<file path="config.mk">
export PLATFORM = sky130hd
export DESIGN_NAME = apu_frame_sequencer_unit_flat
export DESIGN_NICKNAME = d
export VERILOG_FILES = /design/src/hw/rtl/afs_pkg.sv /design/src/hw/rtl/afs_req_if.sv /design/src/hw/rtl/afs_rsp_if.sv /design/src/hw/rtl/afs_csr.sv /design/src/hw/rtl/afs_in_stage.sv /design/src/hw/rtl/afs_core.sv /design/src/hw/rtl/apu_frame_sequencer_unit.sv /design/src/flat_wrapper.sv
export SDC_FILE = /design/constraint.sdc
export NUM_CORES = 1
export LEC_CHECK = 0
export BUFFER_PORTS_ARGS = -buffer_cell sky130_fd_sc_hd__buf_2
export CORE_MARGIN = 5
export CORE_UTILIZATION = 50
export DETAILED_ROUTE_END_ITERATION = 8
export HOLD_SLACK_MARGIN = 0.08
export PLACE_DENSITY = 0.76
export SYNTH_ARGS = -nofsm -noshare
export SYNTH_HDL_FRONTEND = slang
export SYNTH_SLANG_ARGS = --single-unit
</file>
<file path="constraint.sdc">
create_clock -name clock -period 4.5 [get_ports clock]
set_input_delay 0.9 -clock clock [delete_from_list [all_inputs] [get_ports clock]]
set_output_delay 0.9 -clock clock [all_outputs]
set_load 0.1 [all_outputs]
</file>
<file path="src/hw/rtl/afs_pkg.sv">
// Shared types and constants of the frame sequencer.
// No dependencies; every other file of the block but afs_rsp_if uses it.
package afs_pkg;

   localparam int DIV_W       = 17;  // signed divider width
   localparam int PERIOD_W    = 15;  // frame period register width
   localparam int STEP_W      = 2;
   localparam int SEQ_MODE_W  = 2;
   localparam int OP_W        = 2;
   localparam int DATA_W      = 8;
   localparam int CSR_ADDR_W  = 3;
   localparam int CSR_DATA_W  = 32;

   localparam logic [PERIOD_W-1:0] PERIOD_RESET   = PERIOD_W'(14915);
   localparam logic [DIV_W-1:0]    DIV_RESET      = DIV_W'(1);
   localparam logic [DIV_W-1:0]    TICK_DECREMENT = DIV_W'(2);

   // frame mode register bits
   localparam int CTRL_FIVE_STEP_BIT = 7;
   localparam int CTRL_IRQ_CLR_BIT   = 6;

   // register index, taken from paddr bit 2 (registers are 4 bytes apart)
   typedef enum logic [0:0] {
      REG_FRAME_PERIOD = 1'b0
   } reg_index_type;

   typedef enum logic [OP_W-1:0] {
      OP_TICK  = 2'd0,
      OP_WRITE = 2'd1,
      OP_READ  = 2'd2
   } op_type;

   typedef struct packed {
      logic [OP_W-1:0]   mode;
      logic [DATA_W-1:0] data;
   } req_payload_type;

   typedef struct packed {
      logic quarter_strobe;
      logic half_strobe;
      logic irq_line;
      logic status_irq;
   } rsp_payload_type;

   // handshake between the input register and the sequencer core
   typedef struct packed {
      logic            valid;
      req_payload_type payload;
   } stage_req_type;

endpackage

</file>
<file path="src/hw/rtl/afs_req_if.sv">
// Request channel of the frame sequencer: valid/ready plus the request fields.
// Depends on afs_pkg for field widths.
interface afs_req_if;
   logic                       valid;
   logic                       ready;
   logic [afs_pkg::OP_W-1:0]   mode;
   logic [afs_pkg::DATA_W-1:0] data;

   modport source (output valid, output mode, output data, input ready);
   modport sink   (input valid, input mode, input data, output ready);
endinterface

</file>
<file path="src/hw/rtl/afs_rsp_if.sv">
// Result channel of the frame sequencer: valid/ready plus the result fields.
// No package dependency.
interface afs_rsp_if;
   logic valid;
   logic ready;
   logic quarter_strobe;
   logic half_strobe;
   logic irq_line;
   logic status_irq;

   modport source (output valid, output quarter_strobe, output half_strobe,
                   output irq_line, output status_irq, input ready);
   modport sink   (input valid, input quarter_strobe, input half_strobe,
                   input irq_line, input status_irq, output ready);
endinterface

</file>
<file path="src/hw/rtl/afs_csr.sv">
// APB-style register file holding the frame period.
// Depends on afs_pkg.
module afs_csr (
   input  logic                              clock,
   input  logic                              reset,
   input  logic                              psel,
   input  logic                              penable,
   input  logic                              pwrite,
   input  logic [afs_pkg::CSR_ADDR_W-1:0]    paddr,
   input  logic [afs_pkg::CSR_DATA_W-1:0]    pwdata,
   output logic [afs_pkg::CSR_DATA_W-1:0]    prdata,
   output logic                              pready,
   output logic [afs_pkg::PERIOD_W-1:0]      frame_period
);
   import afs_pkg::*;

   logic [PERIOD_W-1:0] period_ff;
   logic [PERIOD_W-1:0] period_in;
   logic                wr_hit;
   reg_index_type       reg_idx;

   assign reg_idx = reg_index_type'(paddr[2]);
   assign wr_hit  = psel && penable && pwrite && (reg_idx == REG_FRAME_PERIOD);

   always_comb begin
      period_in = period_ff;
      if (wr_hit) begin
         period_in = pwdata[PERIOD_W-1:0];
      end
   end

   always_ff @(posedge clock) begin
      if (reset) begin
         period_ff <= PERIOD_RESET;
      end else begin
         period_ff <= period_in;
      end
   end

   always_comb begin
      prdata = '0;
      if (reg_idx == REG_FRAME_PERIOD) begin
         prdata = CSR_DATA_W'(period_ff);
      end
   end

   assign pready       = 1'b1;
   assign frame_period = period_ff;
endmodule

</file>
<file path="src/hw/rtl/afs_in_stage.sv">
// Input register of the frame sequencer: captures one request per cycle while it is empty or its request moves on.
// Depends on afs_pkg and afs_req_if.
module afs_in_stage (
   input  logic                   clock,
   input  logic                   reset,
   afs_req_if.sink                req_bus,
   input  logic                   take,
   output afs_pkg::stage_req_type stage_out
);
   import afs_pkg::*;

   logic            valid_ff;
   logic            valid_in;
   req_payload_type payload_ff;
   req_payload_type payload_in;
   logic            load;

   // room when empty or when the held request moves on this cycle
   assign req_bus.ready = !valid_ff || take;
   assign load          = req_bus.valid && req_bus.ready;

   always_comb begin
      valid_in   = valid_ff;
      payload_in = payload_ff;
      if (load) begin
         valid_in        = 1'b1;
         payload_in.mode = req_bus.mode;
         payload_in.data = req_bus.data;
      end else if (take) begin
         valid_in = 1'b0;
      end
   end

   always_ff @(posedge clock) begin
      if (reset) begin
         valid_ff <= 1'b0;
      end else begin
         valid_ff <= valid_in;
      end
   end

   always_ff @(posedge clock) begin
      payload_ff <= payload_in;
   end

   assign stage_out.valid   = valid_ff;
   assign stage_out.payload = payload_ff;
endmodule

</file>
<file path="src/hw/rtl/afs_core.sv">
// Sequencer state, per-request update logic and the result register.
// Depends on afs_pkg and afs_rsp_if.
module afs_core (
   input  logic                          clock,
   input  logic                          reset,
   input  afs_pkg::stage_req_type        stage_in,
   input  logic [afs_pkg::PERIOD_W-1:0]  frame_period,
   output logic                          take,
   afs_rsp_if.source                     rsp_bus
);
   import afs_pkg::*;

   logic [DIV_W-1:0]      div_ff, div_in;
   logic [STEP_W-1:0]     step_ff, step_in;
   logic [SEQ_MODE_W-1:0] seq_mode_ff, seq_mode_in;
   logic                  irq_ff, irq_in;
   logic                  rsp_valid_ff, rsp_valid_in;
   rsp_payload_type       rsp_ff, rsp_in;

   logic [DIV_W-1:0]      div_dec;
   logic [DIV_W-1:0]      div_addend;
   logic [STEP_W-1:0]     step_next;
   logic                  fire;
   logic                  wrap;
   logic [DATA_W-1:0]     wdata;
   op_type                op;
   rsp_payload_type       res;

   assign take = stage_in.valid && (!rsp_valid_ff || rsp_bus.ready);

   assign op        = op_type'(stage_in.payload.mode);
   assign wdata     = stage_in.payload.data;
   assign div_dec   = div_ff - TICK_DECREMENT;
   assign fire      = (div_dec == '0) || div_dec[DIV_W-1];
   assign step_next = step_ff + STEP_W'(1);
   assign wrap      = (step_next == '0);
   // five-step wrap reloads the period twice
   assign div_addend = (wrap && seq_mode_ff[1]) ? {1'b0, frame_period, 1'b0}
                                                : {2'b00, frame_period};

   always_comb begin
      div_in      = div_ff;
      step_in     = step_ff;
      seq_mode_in = seq_mode_ff;
      irq_in      = irq_ff;
      res         = '0;
      case (op)
         OP_TICK: begin
            div_in = div_dec;
            if (fire) begin
               step_in           = step_next;
               res.quarter_strobe = 1'b1;
               res.half_strobe    = step_next[0];
               div_in            = div_dec + div_addend;
               if (wrap && (seq_mode_ff == '0)) begin
                  irq_in = 1'b1;
               end
            end
         end
         OP_WRITE: begin
            seq_mode_in = wdata[CTRL_FIVE_STEP_BIT:CTRL_IRQ_CLR_BIT];
            step_in     = '0;
            if (wdata[CTRL_FIVE_STEP_BIT]) begin
               // immediate step from count zero: odd count, both strobes
               step_in            = STEP_W'(1);
               res.quarter_strobe = 1'b1;
               res.half_strobe    = 1'b1;
            end
            if (wdata[CTRL_IRQ_CLR_BIT]) begin
               irq_in = 1'b0;
            end
            div_in = {2'b00, frame_period};
         end
         OP_READ: begin
            res.status_irq = irq_ff;
            irq_in         = 1'b0;
         end
         default: begin
         end
      endcase
      res.irq_line = irq_in;
   end

   always_comb begin
      rsp_valid_in = rsp_valid_ff;
      rsp_in       = rsp_ff;
      if (take) begin
         rsp_valid_in = 1'b1;
         rsp_in       = res;
      end else if (rsp_bus.ready) begin
         rsp_valid_in = 1'b0;
      end
   end

   always_ff @(posedge clock) begin
      if (reset) begin
         div_ff       <= DIV_RESET;
         step_ff      <= '0;
         seq_mode_ff  <= '0;
         irq_ff       <= 1'b0;
         rsp_valid_ff <= 1'b0;
      end else begin
         rsp_valid_ff <= rsp_valid_in;
         if (take) begin
            div_ff      <= div_in;
            step_ff     <= step_in;
            seq_mode_ff <= seq_mode_in;
            irq_ff      <= irq_in;
         end
      end
   end

   always_ff @(posedge clock) begin
      rsp_ff <= rsp_in;
   end

   assign rsp_bus.valid          = rsp_valid_ff;
   assign rsp_bus.quarter_strobe = rsp_ff.quarter_strobe;
   assign rsp_bus.half_strobe    = rsp_ff.half_strobe;
   assign rsp_bus.irq_line       = rsp_ff.irq_line;
   assign rsp_bus.status_irq     = rsp_ff.status_irq;
endmodule

</file>
<file path="src/hw/rtl/apu_frame_sequencer_unit.sv">
// Frame sequencer of a sound unit: top level.
// Depends on afs_pkg, afs_req_if, afs_rsp_if, afs_csr, afs_in_stage, afs_core.
//
// Usage:
//   req_bus carries one request per handshake: mode 0 ticks the divider by
//   one sound-unit cycle, mode 1 writes the frame mode register from data,
//   mode 2 reads status (returns and clears the frame interrupt flag); mode
//   3 leaves all state untouched. Each request yields exactly one result on
//   rsp_bus with the quarter and half strobes, the interrupt flag after the
//   request and, for a status read, the flag as it was before the read.
//   The APB port holds frame_period at byte address 0; write it only while
//   no request is in flight.
// Timing:
//   The request is registered in the input register when accepted, and its
//   result is registered in the result register when the core takes it. The
//   unit accepts one request per cycle while rsp_bus.ready stays high; the
//   state update (a 17-bit subtract, compare and add) is combinational.
// Reset (synchronous, active high): divider loads 1, step count, mode and
//   interrupt flag clear, frame_period returns to 14915, both stages empty.
// Stall: when rsp_bus.ready is low the result holds; the input register
//   still fills, then req_bus.ready drops until the result is taken.
module apu_frame_sequencer_unit (
   input  logic                           clock,
   input  logic                           reset,
   afs_req_if.sink                        req_bus,
   afs_rsp_if.source                      rsp_bus,
   input  logic                           psel,
   input  logic                           penable,
   input  logic                           pwrite,
   input  logic [afs_pkg::CSR_ADDR_W-1:0] paddr,
   input  logic [afs_pkg::CSR_DATA_W-1:0] pwdata,
   output logic [afs_pkg::CSR_DATA_W-1:0] prdata,
   output logic                           pready
);
   import afs_pkg::*;

   logic [PERIOD_W-1:0] frame_period;
   stage_req_type       stage_req;
   logic                take;

   // configuration register
   afs_csr u_csr (
      .clock        (clock),
      .reset        (reset),
      .psel         (psel),
      .penable      (penable),
      .pwrite       (pwrite),
      .paddr        (paddr),
      .pwdata       (pwdata),
      .prdata       (prdata),
      .pready       (pready),
      .frame_period (frame_period)
   );

   // hold the accepted request until the core takes it
   afs_in_stage u_in_stage (
      .clock     (clock),
      .reset     (reset),
      .req_bus   (req_bus),
      .take      (take),
      .stage_out (stage_req)
   );

   // advance the sequencer and register the result
   afs_core u_core (
      .clock        (clock),
      .reset        (reset),
      .stage_in     (stage_req),
      .frame_period (frame_period),
      .take         (take),
      .rsp_bus      (rsp_bus)
   );
endmodule
</file>
<file path="src/flat_wrapper.sv">
// flat-port wrapper written by rule: the top's interface ports become plain ports
module apu_frame_sequencer_unit_flat import afs_pkg::*;
  (clock, reset, psel, penable, pwrite, paddr, pwdata, prdata, pready, req_bus_valid, req_bus_mode, req_bus_data, req_bus_ready, rsp_bus_valid, rsp_bus_quarter_strobe, rsp_bus_half_strobe, rsp_bus_irq_line, rsp_bus_status_irq, rsp_bus_ready);
  afs_req_if req_bus_i ();
  afs_rsp_if rsp_bus_i ();
  input  logic clock;
  input  logic reset;
  input  logic psel;
  input  logic penable;
  input  logic pwrite;
  input  logic [afs_pkg::CSR_ADDR_W-1:0] paddr;
  input  logic [afs_pkg::CSR_DATA_W-1:0] pwdata;
  output logic [afs_pkg::CSR_DATA_W-1:0] prdata;
  output logic pready;
  input wire logic [$bits(req_bus_i.valid)-1:0] req_bus_valid;
  input wire logic [$bits(req_bus_i.mode)-1:0] req_bus_mode;
  input wire logic [$bits(req_bus_i.data)-1:0] req_bus_data;
  output wire logic [$bits(req_bus_i.ready)-1:0] req_bus_ready;
  output wire logic [$bits(rsp_bus_i.valid)-1:0] rsp_bus_valid;
  output wire logic [$bits(rsp_bus_i.quarter_strobe)-1:0] rsp_bus_quarter_strobe;
  output wire logic [$bits(rsp_bus_i.half_strobe)-1:0] rsp_bus_half_strobe;
  output wire logic [$bits(rsp_bus_i.irq_line)-1:0] rsp_bus_irq_line;
  output wire logic [$bits(rsp_bus_i.status_irq)-1:0] rsp_bus_status_irq;
  input wire logic [$bits(rsp_bus_i.ready)-1:0] rsp_bus_ready;
  assign req_bus_i.valid = req_bus_valid;
  assign req_bus_i.mode = req_bus_mode;
  assign req_bus_i.data = req_bus_data;
  assign req_bus_ready = req_bus_i.ready;
  assign rsp_bus_valid = rsp_bus_i.valid;
  assign rsp_bus_quarter_strobe = rsp_bus_i.quarter_strobe;
  assign rsp_bus_half_strobe = rsp_bus_i.half_strobe;
  assign rsp_bus_irq_line = rsp_bus_i.irq_line;
  assign rsp_bus_status_irq = rsp_bus_i.status_irq;
  assign rsp_bus_i.ready = rsp_bus_ready;
  apu_frame_sequencer_unit u_core (.clock(clock), .reset(reset), .req_bus(req_bus_i), .rsp_bus(rsp_bus_i), .psel(psel), .penable(penable), .pwrite(pwrite), .paddr(paddr), .pwdata(pwdata), .prdata(prdata), .pready(pready));
endmodule
</file>
# Yosys cells after proc, flatten, opt, wreduce, memory -nomap -nowiden
# Index checks and enable logic that the tools add are counted.
[totals] ram_bits=0 rom_bits=0 wordCells=60 ff_bits=53 latchBits=0 in_bits=52 mem_count=0
[classes] div=0 reduce_logical=22 eq_ne=3 n_addsub=3 n_mul=0 order_cmp=0 n_shift=0 muxes=18 n_bitwise=1
[op_table] op="$pmux W17 S2" n=1
[op_table] op="$add A17 B16 Y17" n=1
[op_table] op="$logic_not A17 Y1" n=1
[op_table] op="$mux W17" n=1
[op_table] op="$sub A17 B2 Y17 const B" n=1
[op_table] op="$mux W16" n=1
[op_table] op="$mux W15" n=1
[op_table] op="$mux W1" n=8
[op_table] op="$pmux W2 S2" n=2
[op_table] op="$logic_and A1 B1 Y1" n=7
[op_table] op="$logic_not A2 Y1" n=3
[op_table] op="$mux W2" n=3
[op_table] op="$reduce_bool A2 Y1" n=3
[op_table] op="$reduce_and A2 Y1" n=2
[op_table] op="$logic_or A1 B1 Y1" n=3
[op_table] op="$pmux W1 S3" n=1
[op_table] op="$reduce_and A3 Y1" n=1
[op_table] op="$add A2 B1 Y2 const B" n=1
[op_table] op="$eq A2 B1 Y1 const B" n=1
[op_table] op="$eq A2 B2 Y1 const B" n=1
[op_table] op="$logic_not A1 Y1" n=2
[op_table] op="$ne A2 B2 Y1 const B" n=1
[op_table] op="$not A1 Y1" n=1

# Logic depth before layout (Yosys ltp)
# Gate-level depths: netlist (run 1).
[depth] ltp_word=7 mapped_depth=15

# Modules after synthesis
# From an unflattened synthesis (run 1), not the netlist that was laid out.
[unflattened] cells_unflattened=485 area_unflattened_um2=4202.8
[modules_own_cells] mod="afs_core" area_each_um2=2931.6 instances=1 cells_per_inst=367
[modules_own_cells] mod="afs_csr" area_each_um2=908.4 instances=1 cells_per_inst=102
[modules_own_cells] mod="afs_in_stage" area_each_um2=362.8 instances=1 cells_per_inst=16

# Worst setup path before layout (run 1)
# Ideal clock, no wire load.
[synth_path] path_kind="reg-to-reg" startpoint="register u_core.u_core.step_ff[0]" endpoint="register u_core.u_core.div_ff[12]" path_stages_with_launch=15 setup_time_ns=0.070 t_required_ns=4.430 arrival_time_ns=3.576 path_slack_ns=0.854 cell_sequence="dfxtp_1 -> ha_1 -> nand2_1 -> clkbuf_1 -> mux2_2 -> fa_1 -> a21o_1 -> a211oi_1 -> o21ai_0 -> nand3_1 -> o211ai_1 -> or4b_1 -> nand2_1 -> o221ai_1 -> a21oi_1"
[synth_via] elab_chain_cells=7
[synth_rtl] element="start, declared" line="afs_core.sv:14" rtl="logic [STEP_W-1:0] step_ff, step_in;"
[synth_rtl] element="start signal, assigned" line="afs_core.sv:106" rtl="step_ff <= step_in;"
[synth_rtl] element="$add A2 B1 Y2" line="afs_core.sv:35" rtl="assign step_next = step_ff + STEP_W'(1);"
[synth_rtl] element="$logic_not A2 Y1" line="afs_core.sv:36" rtl="assign wrap = (step_next == '0);"
[synth_rtl] element="$logic_and A1 B1 Y1" line="afs_core.sv:38" rtl="assign div_addend = (wrap && seq_mode_ff[1]) ? {1'b0, frame_period, 1'b0}"
[synth_rtl] element="$mux W16" line="afs_core.sv:38"
[synth_rtl] element="$add A17 B16 Y17" line="afs_core.sv:54" rtl="div_in = div_dec + div_addend;"
[synth_rtl] element="$mux W17" line="afs_core.sv:50" rtl="if (fire) begin"
[synth_rtl] element="$pmux W17 S2" line="afs_core.sv:47" rtl="case (op)"
[synth_rtl] element="end signal, assigned" line="afs_core.sv:105" rtl="div_ff <= div_in;"
[synth_rtl] element="end, declared" line="afs_core.sv:13" rtl="logic [DIV_W-1:0] div_ff, div_in;"
# No other way between the ends.
# A chain may end at the register's enable or synchronous reset.

# Final worst setup path (run 1)
[layout_path] startpoint="register u_core.u_core.div_ff[1]" endpoint="register u_core.u_core.div_ff[15]"
[layout_via] elab_chain_cells=5
[layout_rtl] element="$sub A17 B2 Y17 *" line="afs_core.sv:33" rtl="assign div_dec = div_ff - TICK_DECREMENT;"
[layout_rtl] element="parallel branches: the longest is 2 deep, another holds $add A17 B16 Y17"
[layout_rtl] element="$mux W17 *" line="afs_core.sv:50"
[layout_rtl] element="$pmux W17 S2 *" line="afs_core.sv:47"
# Mark *: on every way between the ends.

==> results.json, run 1 <==
{
  "die_w_um": 96.05,
  "synth.area.top_cells": "dfxtp_1 21%, edfxtp_1 6.5%, nand2_1 6.0%, ha_1 5.7%, a21oi_1 5.1%",
  "ios": 91,
  "crit_path_end_kind": "flip-flop",
  "route.vias.total": 3443,
  "fin_crit_sh_pct": 88.52,
  "via_per_inst": 5.846,
  "antenna_cells": 0,
  "overflow": 0,
  "worstSkewPairLatency_ns": 0.31,
  "grt_max_degree": 45,
  "hold_class": "reg2reg",
  "finalMaxSlewViolations": 0,
  "initialDrtViolationCount": 192,
  "p_leak_uw": 0.001749,
  "fillers": 661,
  "worstHoldStart": "u_core.u_core.seq_mode_ff[1]",
  "synth_area_per_cell_sq_um": 8.119,
  "arrival_ns": 4.24,
  "gp_congestion": 0.9550,
  "required_ns": 4.75,
  "finalCoreUtilization_pct": 56.35,
  "final-setup-viol-count": 0,
  "hold_path_end": "u_core.u_core.seq_mode_ff[1]",
  "clock-sinks": 47,
  "yosysWarningCount": 0,
  "multiInputGateArea_sq_um": 2459,
  "power_per_cell_area_nw_per_um2": 397.4,
  "drive_above_1_share_pct": 16.73,
  "die_area_sq_um": 9226,
  "cts_tree": "done",
  "die_y_um": 96.05,
  "initial_core_util_pct": 51.32,
  "wl_um": 9549,
  "synth.distinct_cells": 60,
  "area_growth_pct": 9.801,
  "r2r_cells": 12,
  "fin_tns_setup_ns": 0,
  "synth_area_leader_cell": "dfxtp_1",
  "wire_per_inst_um": 16.21,
  "hpwlAfterDp_um": 6834,
  "fmax_mhz": 251.1,
  "hold_viol": 0,
  "antenna_found_initial": 0,
  "maxSlewHeadroom_pct": 28.29,
  "grt_pass1_vias": 3190,
  "regArea_sq_um": 1021,
  "synth-async-reset-ratio_pct": 0,
  "grt_pass1_wl_um": 15290,
  "netlist_area_sq_um": 3702,
  "post_cts_buffers": 0,
  "hold_path_depth": 2,
  "cts_buffers": 5,
  "dr.pass1.iters": 4,
  "hold_buffers": 0,
  "crit_start": "u_core.u_core.div_ff[1]",
  "synth_edf_count": 8,
  "route.detailed.drc": 0,
  "synthFlopType": "dfxtp_1",
  "htree_levels": 2,
  "reg2reg_from": "u_core.u_core.div_ff[1]",
  "drtAntennaViolNets": 0,
  "clk_pin_slew_ns": 0.10,
  "reg2reg_slack_ns": 0.52,
  "clock-root-buffer": "clkbuf_8",
  "outcome": "finished clean",
  "max-vdd-ir-drop_mv": 0.1960,
  "clock_path_buffers": 2,
  "cts_repair_resize_count": 0,
  "dpl_cell_area_sq_um": 3925,
  "fin_skew_ns": 0.01164,
  "synth_seq_cells": 47,
  "final_area_sq_um": 4065,
  "core_sq_um": 7214,
  "grt.total_usage_pct": 21.24,
  "synth_top_area_share_pct": 21.09,
  "num_rows": 31,
  "rsz0062_at_grt": "false",
  "drv_cap": 0,
  "nets": 559,
  "yosysSeqAreaShare_pct": 27.58,
  "tightest_slew_ns": 1.072,
  "critPathLaunchType": "flip-flop",
  "fin_crit_ns": 3.983,
  "path_class": "reg2reg",
  "crit_fanout": 9,
  "regToRegEndpoint": "u_core.u_core.div_ff[15]",
  "syn_inst": 456,
  "port_buffers": 47
}
## through the flow
stage	hold slack (ns)	instances	setup slack, ns	total power (uW)
after floorplan	0.4363	472	0.8538	1100
after global placement	0.4493	581	0.6925	1206
after detailed placement	0.4774	581	0.6380	1221
after CTS	0.4906	589	0.5440	1609
after global routing	0.5129	589	0.2802	1706
final	0.4973	589	0.5168	1616
## cells in the mapped netlist (all sizes together), types with 4 or more instances
| master | count |
|---|---|
| xor2 | 12 |
| a211oi | 4 |
| edfxtp | 8 |
| o21ai | 26 |
| inv | 13 |
| nor2 | 33 |
| nand2b | 4 |
| mux2 | 12 |
| nand3b | 12 |
| nor3 | 11 |
| o211ai | 4 |
| or4 | 7 |
| nand2 | 59 |
| and2 | 5 |
| nor2b | 20 |
| ha | 17 |
| clkbuf | 19 |
| or3 | 4 |
| a21oi | 38 |
| dfxtp | 39 |
| buf | 23 |
| nand3 | 7 |
| mux2i | 10 |
| nand4 | 5 |
| xnor2 | 12 |
## critical path, cell delays in order, from the launching register on
cell	delay, ns
dfxtp_1	0.37
inv_1	0.14
ha_1	0.20
or4b_1	0.66
o41ai_4	0.33
nand2_1	0.17
or4_4	0.52
o41ai_4	0.40
buf_4	0.26
o21ai_2	0.13
or4_1	0.44
a21oi_1	0.16
a311o_1	0.14
## area by class of cell
type	instances	share of cell area, %
Timing Repair Buffer	52	6.710
Inverter	13	1.200
Multi-Input combinational cell	370	60.48
Sequential cell	47	25.12
Clock inverter	3	1.754
Tap cell	99	3.047
Clock buffer	5	1.693
## sequential cells by signal (all words and copies together), names as in the netlist
signal,count
u_core.u_core.seq_mode_ff,2
u_core.u_in_stage.stage_out,4
u_core.u_core.rsp_bus.status_irq,1
u_core.u_core.step_ff,2
u_core.u_core.rsp_bus.valid,1
u_core.u_core.rsp_bus.irq_line,1
u_core.u_csr.frame_period,15
u_core.u_core.rsp_bus.quarter_strobe,1
u_core.u_core.div_ff,17
u_core.u_in_stage.valid_ff,1
u_core.u_core.irq_ff,1
u_core.u_core.rsp_bus.half_strobe,1
## logic make-up after synthesis
group	after synthesis	share of synthesized area, %
and+or+nand+nor	180	25.11
AOI/OAI and AO/OA	104	18.66
buffers and inverters	55	7.638
DFF	47	27.58
xor gates and xnor gates	28	8.178
muxes	22	6.354
adders and majority gates	18	6.286
other	2	0.2028
## cell usage in the layout, fill, tap and decap left out, types with 3 or more instances in the layout
master    instances
or4_1             5
inv_1            13
conb_1           18
nor3_1           10
mux2_2           12
nand2_1          59
o211ai_1          4
o31ai_1           3
nor2b_1          20
nand3b_1         12
ha_1             17
nand2b_1          4
or2_2             3
a211oi_1          4
xor2_1           12
nor2_1           33
nand3_1           7
nand4_1           5
clkbuf_8          5
dfxtp_1          39
edfxtp_1          8
mux2i_1          10
or3_1             4
a21oi_1          38
o21ai_0          25
xnor2_1          12
o221ai_1          3
and2_1            5
buf_4             5
a221oi_1          3
buf_2            47
a21o_1            3
## worst max path at each step
| stage | endpoint | slack (ns) | depth (start not counted) |
|---|---|---|---|
| after floorplan | u_core.u_core.div_ff[12] | 0.85 | 14 |
| after global placement | u_core.u_core.div_ff[15] | 0.69 | 12 |
| after detailed placement | u_core.u_core.div_ff[15] | 0.64 | 12 |
| after CTS | u_core.u_core.div_ff[15] | 0.54 | 12 |
| after global routing | u_core.u_core.div_ff[15] | 0.28 | 12 |
| final | u_core.u_core.div_ff[15] | 0.52 | 12 |
## power by group
part	internal (uW)	leakage [uW]	switching [uW]
Clock	226	0.0000703	160
Combinational	274	0.00128	479
Sequential	448	0.000395	29.3
Total	947	0.00175	668
## layer usage
metal | wire length (um) | vias up | GRT usage, %
met5 | 0 | - | 0
met2 | 4554 | 152 | 36.69
li1 | - | 1662 | -
met3 | 649 | 23 | 3.440
met1 | 4111 | 1606 | 26.68
met4 | 234 | 0 | 7.227
Power figures use the tool's default switching activity.
==> run 2: changes to the inputs <==
--- a/config.mk
+++ b/config.mk
@@ -10,7 +10,8 @@
 export CORE_UTILIZATION = 50
 export DETAILED_ROUTE_END_ITERATION = 8
 export HOLD_SLACK_MARGIN = 0.08
-export PLACE_DENSITY = 0.76
+export PLACE_DENSITY = 0.74
 export SYNTH_ARGS = -nofsm -noshare
 export SYNTH_HDL_FRONTEND = slang
+export SYNTH_HIERARCHICAL = 1
 export SYNTH_SLANG_ARGS = --single-unit
==> run 2 against run 1 <==
  * Global-route usage down 0.83 points
  * Synthesized cell count up 5.0%
  * Via count up 5.1%
  * Sequential power about the same
  * Flip-flop and latch count unchanged
  * Fmax up 2.3%
  * Cell count up 4.6%
  * Routed wire length up 4.9%
  * Largest power group unchanged
  * First-iteration DRC count up 29%
  * Highest routed layer unchanged
==> results.json, run 2 <==
{
  "outcome": "finished clean",
  "hpwlAfterDp_um": 7481,
  "drive_above_1_share_pct": 18.87,
  "drtAntennaViolNets": 0,
  "cts_buffers": 5,
  "die_area_sq_um": 9939,
  "htree_levels": 2,
  "clock-root-buffer": "clkbuf_8",
  "largest_reg_flops": 17,
  "num_rows": 32,
  "path_class": "reg2reg",
  "power_per_cell_area_nw_per_um2": 371.0,
  "fin_skew_ns": 0.01310,
  "crit_path_end_kind": "flip-flop",
  "clk_pin_slew_ns": 0.10,
  "p_leak_uw": 0.001821,
  "tightest_slew_ns": 0.9065,
  "regMostFlops": "u_core/u_core/div_ff",
  "initialDrtViolationCount": 247,
  "grt_pass1_wl_um": 16720,
  "grt_max_degree": 49,
  "rsz0062_at_grt": "false",
  "final-setup-viol-count": 0,
  "crit_fanout": 6,
  "antenna_cells": 0,
  "hold_buffers": 0,
  "reg2reg_slack_ns": 0.61,
  "finalMaxSlewViolations": 0,
  "clock_path_buffers": 2,
  "critPathLaunchType": "flip-flop",
  "initial_core_util_pct": 51.79,
  "grt_pass1_vias": 3479,
  "ios": 91,
  "grt.total_usage_pct": 20.41,
  "wl_um": 10020,
  "dr.pass1.iters": 5,
  "final_cell_mix": "47 x buf_2, 45 x nor2_1, 39 x dfxtp_1",
  "maxSlewHeadroom_pct": 39.56,
  "die_y_um": 99.70,
  "hold_class": "reg2reg",
  "synth_area_per_cell_sq_um": 8.398,
  "nets": 583,
  "fin_crit_ns": 3.892,
  "required_ns": 4.72,
  "area_growth_pct": 7.620,
  "wire_per_inst_um": 16.26,
  "final_common_cell": "buf_2",
  "via_per_inst": 5.877,
  "post_cts_buffers": 0,
  "core_sq_um": 7767,
  "cts_tree": "done",
  "route.vias.total": 3620,
  "die_w_um": 99.70,
  "netlist_area_sq_um": 4023,
  "cts_repair_resize_count": 0,
  "clock-sinks": 47,
  "max-vdd-ir-drop_mv": 0.2310,
  "syn_inst": 479,
  "route.detailed.drc": 0,
  "drv_cap": 0,
  "gp_congestion": 0.9294,
  "overflow": 0,
  "arrival_ns": 4.11,
  "fmax_mhz": 256.9,
  "antenna_found_initial": 0,
  "dp_cells": 608,
  "hold_viol": 0,
  "yosysWarningCount": 6,
  "fin_tns_setup_ns": 0,
  "worstSkewPairLatency_ns": 0.31,
  "fin_crit_sh_pct": 86.50,
  "fin_ws_ns": 0.6077,
  "dp_slack_ns": 0.6949,
  "port_buffers": 47,
  "stdcell_count": 616
}
[run 2: final timing paths]
check / to / start / cells after the start
hold / removal: u_core/u_core/step_ff[1] / u_core/u_core/step_ff[1] / 2
setup reg to reg: u_core/u_core/div_ff[15] / u_core/u_core/div_ff[1] / 14
hold reg to reg: u_core/u_core/step_ff[1] / u_core/u_core/step_ff[1] / 2
setup / recovery: u_core/u_core/div_ff[15] / u_core/u_core/div_ff[1] / 14
[run 2: where the power goes]
group	leakage (uW)	switching, uW	internal, uW	total, uW
Sequential	0.000395	28.9	449	478
Clock	0.0000587	157	169	325
Combinational	0.00137	508	296	804
[run 2: final cells by class]
cell class                      instances  area (sq um)
Fill cell                             711          3438
Timing Repair Buffer                   53         280.3
Inverter                               19         71.32
Tap cell                              102         127.6
Clock inverter                          3         47.55
Clock buffer                            5         68.82
Sequential cell                        47          1021
Multi-Input combinational cell        387          2713
[run 2: metal layers]
| layer | global-route usage (%) | share of wire [%] | vias to the layer above |
|---|---|---|---|
| li1 | - | - | 1757 |
| met1 | 27.21 | 44 | 1685 |
| met5 | 0 | 0 | - |
| met2 | 34.02 | 47 | 152 |
| met3 | 2.525 | 6.6 | 26 |
| met4 | 6.828 | 2.3 | 0 |
[run 2: through the flow]
stage	hold slack, ns	instance area (sq um)	util [%]	total power (uW)
global placement	0.4420	4213	54.24	1262
finish	0.4658	4329	55.73	1606
global route	0.4859	4329	55.73	1708
floorplan	0.4356	4083	-	1154
detailed placement	0.4524	4213	54.24	1280
CTS	0.4655	4329	55.73	1600
[run 2: critical path: stages (launching register included)]
cell,delay (ns)
dfxtp_1,0.37
inv_1,0.17
ha_1,0.24
or3b_2,0.49
xnor2_1,0.25
ha_1,0.31
o21ai_0,0.22
o21ai_0,0.16
a31oi_1,0.27
a2111oi_0,0.11
buf_4,0.17
o41ai_1,0.45
o21ba_2,0.21
mux2i_1,0.07
a221oi_1,0.29
==> run 3: changes to the inputs <==
--- a/config.mk
+++ b/config.mk
@@ -9,8 +9,10 @@
 export CORE_MARGIN = 5
 export CORE_UTILIZATION = 50
 export DETAILED_ROUTE_END_ITERATION = 8
+export GPL_ROUTABILITY_DRIVEN = 0
 export HOLD_SLACK_MARGIN = 0.08
 export PLACE_DENSITY = 0.74
+export RECOVER_POWER = 25
 export SYNTH_ARGS = -nofsm -noshare
 export SYNTH_HDL_FRONTEND = slang
 export SYNTH_HIERARCHICAL = 1
==> run 3 against run 2 <==
  * Clock skew down 0.0050 ns
  * Non-clock buffer count decreased by 2
  * Flip-flop and latch count unchanged
  * Die area did not move
  * Core utilization down 0.37 points
  * Critical path depth unchanged
  * Combinational power is essentially flat
  * Hold slack gained 0.0077 ns
  * The run now ends with capacitance limit, slew limit left
  * Global-route usage rose by 0.082 points
  * Sequential share of layout area increased by 0.16 points
==> results.json, run 3 (same netlist as run 2, synthesis figures left out) <==
{
  "outcome": "complete, but fails checks",
  "violations": "capacitance limit, slew limit",
  "seqPwrFrac_pct": 29.6,
  "worstPathCellList": "inv_1 -> ha_1 -> or3b_2 -> xnor2_1 -> ha_1 -> o21ai_0 -> o21ai_0 -> a31oi_1 -> a2111oi_0 -> buf_4 -> o41ai_1 -> o21ba_2 -> mux2i_1 -> a221oi_1",
  "gr-usage-met1_pct": 27.38,
  "hold_viol": 0,
  "crit_path_end_kind": "flip-flop",
  "grt_max_degree": 58,
  "crit_fanout": 6,
  "antenna_found_initial": 0,
  "grt_busiest_layer": "met2",
  "path_class": "reg2reg",
  "overflow": 0,
  "die_w_um": 99.70,
  "fin_total_pwr_uw": 1613,
  "htree_levels": 2,
  "die_area_sq_um": 9939,
  "swShare_pct": 43.73,
  "cts_buffers": 5,
  "clock-sinks": 47,
  "tightest_slew_ns": 2.340,
  "p_leak_uw": 0.001794,
  "rsz0062_at_grt": "false",
  "drtAntennaViolNets": 0,
  "cts_tree": "done",
  "clock_path_buffers": 2,
  "initial_core_util_pct": 51.79,
  "met3_usage_pct": 2.945,
  "port_buffers": 47,
  "dpl_cell_area_sq_um": 4198,
  "fmax_mhz": 247.2,
  "finalCoreUtilization_pct": 55.36,
  "fin_skew_ns": 0.008100,
  "final-setup-viol-count": 0,
  "grt_pass1_vias": 3539,
  "ios": 91,
  "regMostFlops": "u_core/u_core/div_ff",
  "clock-root-buffer": "clkbuf_8",
  "drive_above_1_share_pct": 17.77,
  "final_area_sq_um": 4300,
  "hold_buffers": 0,
  "cts_repair_resize_count": 0,
  "power_frac_clock_pct": 20.6,
  "route.detailed.drc": 0,
  "num_rows": 32,
  "critPathLaunchType": "flip-flop",
  "via_per_inst": 5.897,
  "clk_pin_slew_ns": 0.10,
  "cp_slowest_cell": "or3b_2",
  "power.share.combinational_pct": 49.8,
  "grt.total_usage_pct": 20.49,
  "fin_crit_sh_pct": 89.89,
  "finalMaxSlewViolations": 58,
  "core_sq_um": 7767,
  "area_growth_pct": 6.905,
  "cpPeakStageDelay_ns": 0.51,
  "drv_cap": 1,
  "hpwlAfterDp_um": 7440,
  "worstSkewPairLatency_ns": 0.31,
  "largest_reg_flops": 17,
  "power_per_cell_area_nw_per_um2": 375.0,
  "arrival_ns": 4.12,
  "post_cts_buffers": 0,
  "initialDrtViolationCount": 282,
  "maxSlewHeadroom_pct": -56.01,
  "wire_per_inst_um": 16.45,
  "antenna_cells": 0,
  "hold_class": "reg2reg",
  "fin_crit_ns": 4.045,
  "wl_um": 10100,
  "nets": 581,
  "route.vias.total": 3621,
  "fin_tns_setup_ns": 0,
  "fin_hold_ws_ns": 0.4735,
  "p_int_uw": 907.3,
  "grt_pass1_wl_um": 16850,
  "final_cell_mix": "45 x buf_2, 45 x nor2_1, 39 x dfxtp_1",
  "required_ns": 4.57,
  "p_sw_uw": 705.2,
  "dr.pass1.iters": 5,
  "use_met2_pct": 33.81,
  "die_y_um": 99.70,
  "max-vdd-ir-drop_mv": 0.1649
}
## run 3: cell types whose count changed in the layout (fill, tap and decap cells not counted), sizes merged
cell,change
clkinvlp,+1
buf,-4
clkinv,-1
clkbuf,+2
## run 3: path summary, 6_finish.rpt
kind	from	to	slack, ns	cells after the start
hold reg to reg	u_core/u_core/seq_mode_ff[0]	u_core/u_core/seq_mode_ff[0]	0.47	2
setup reg to reg	u_core/u_core/div_ff[1]	u_core/u_core/div_ff[15]	0.46	14
setup / recovery	u_core/u_core/div_ff[1]	u_core/u_core/div_ff[15]	0.46	14
hold / removal	u_core/u_core/seq_mode_ff[0]	u_core/u_core/seq_mode_ff[0]	0.47	2
## run 3: per-layer routing
| metal | share of wire (%) | routed length (um) |
|---|---|---|
| met5 | 0 | 0 |
| met4 | 1.3 | 131 |
| met3 | 5.8 | 582 |
| met2 | 47 | 4768 |
| met1 | 46 | 4620 |
## run 3: final cells by class
cell class / instances / area, sq um
Clock buffer: 5 / 68.82
Inverter: 19 / 71.32
Tap cell: 102 / 127.6
Multi-Input combinational cell: 387 / 2703
Clock inverter: 3 / 46.29
Fill cell: 730 / 3467
Sequential cell: 47 / 1021
Timing Repair Buffer: 51 / 262.8
## run 3: critical path, delay by kind of cell (launching register included)
family,cells,cell delay [ns]
flops,1,0.37
xor+xnor,1,0.25
compound gates,7,1.63
mux,1,0.20
simple gates,1,0.51
fa+ha+maj,2,0.54
buf+inv,2,0.32
## run 3: per-stage QoR
stage,instances,setup slack (ns)
after detailed placement,606,0.6154
after CTS,614,0.5860
after floorplan,495,0.8469
final,614,0.4551
after global placement,606,0.7161
after global routing,614,0.1263
## run 3: power by group through the flow
stage | Combinational (uW) | Sequential [uW] | Clock (uW)
final | 803 | 478 | 332
after global routing | 868 | 482 | 357
after CTS | 790 | 477 | 335
after detailed placement | 784 | 487 | 0
after global placement | 766 | 486 | 0
after floorplan | 659 | 495 | 0
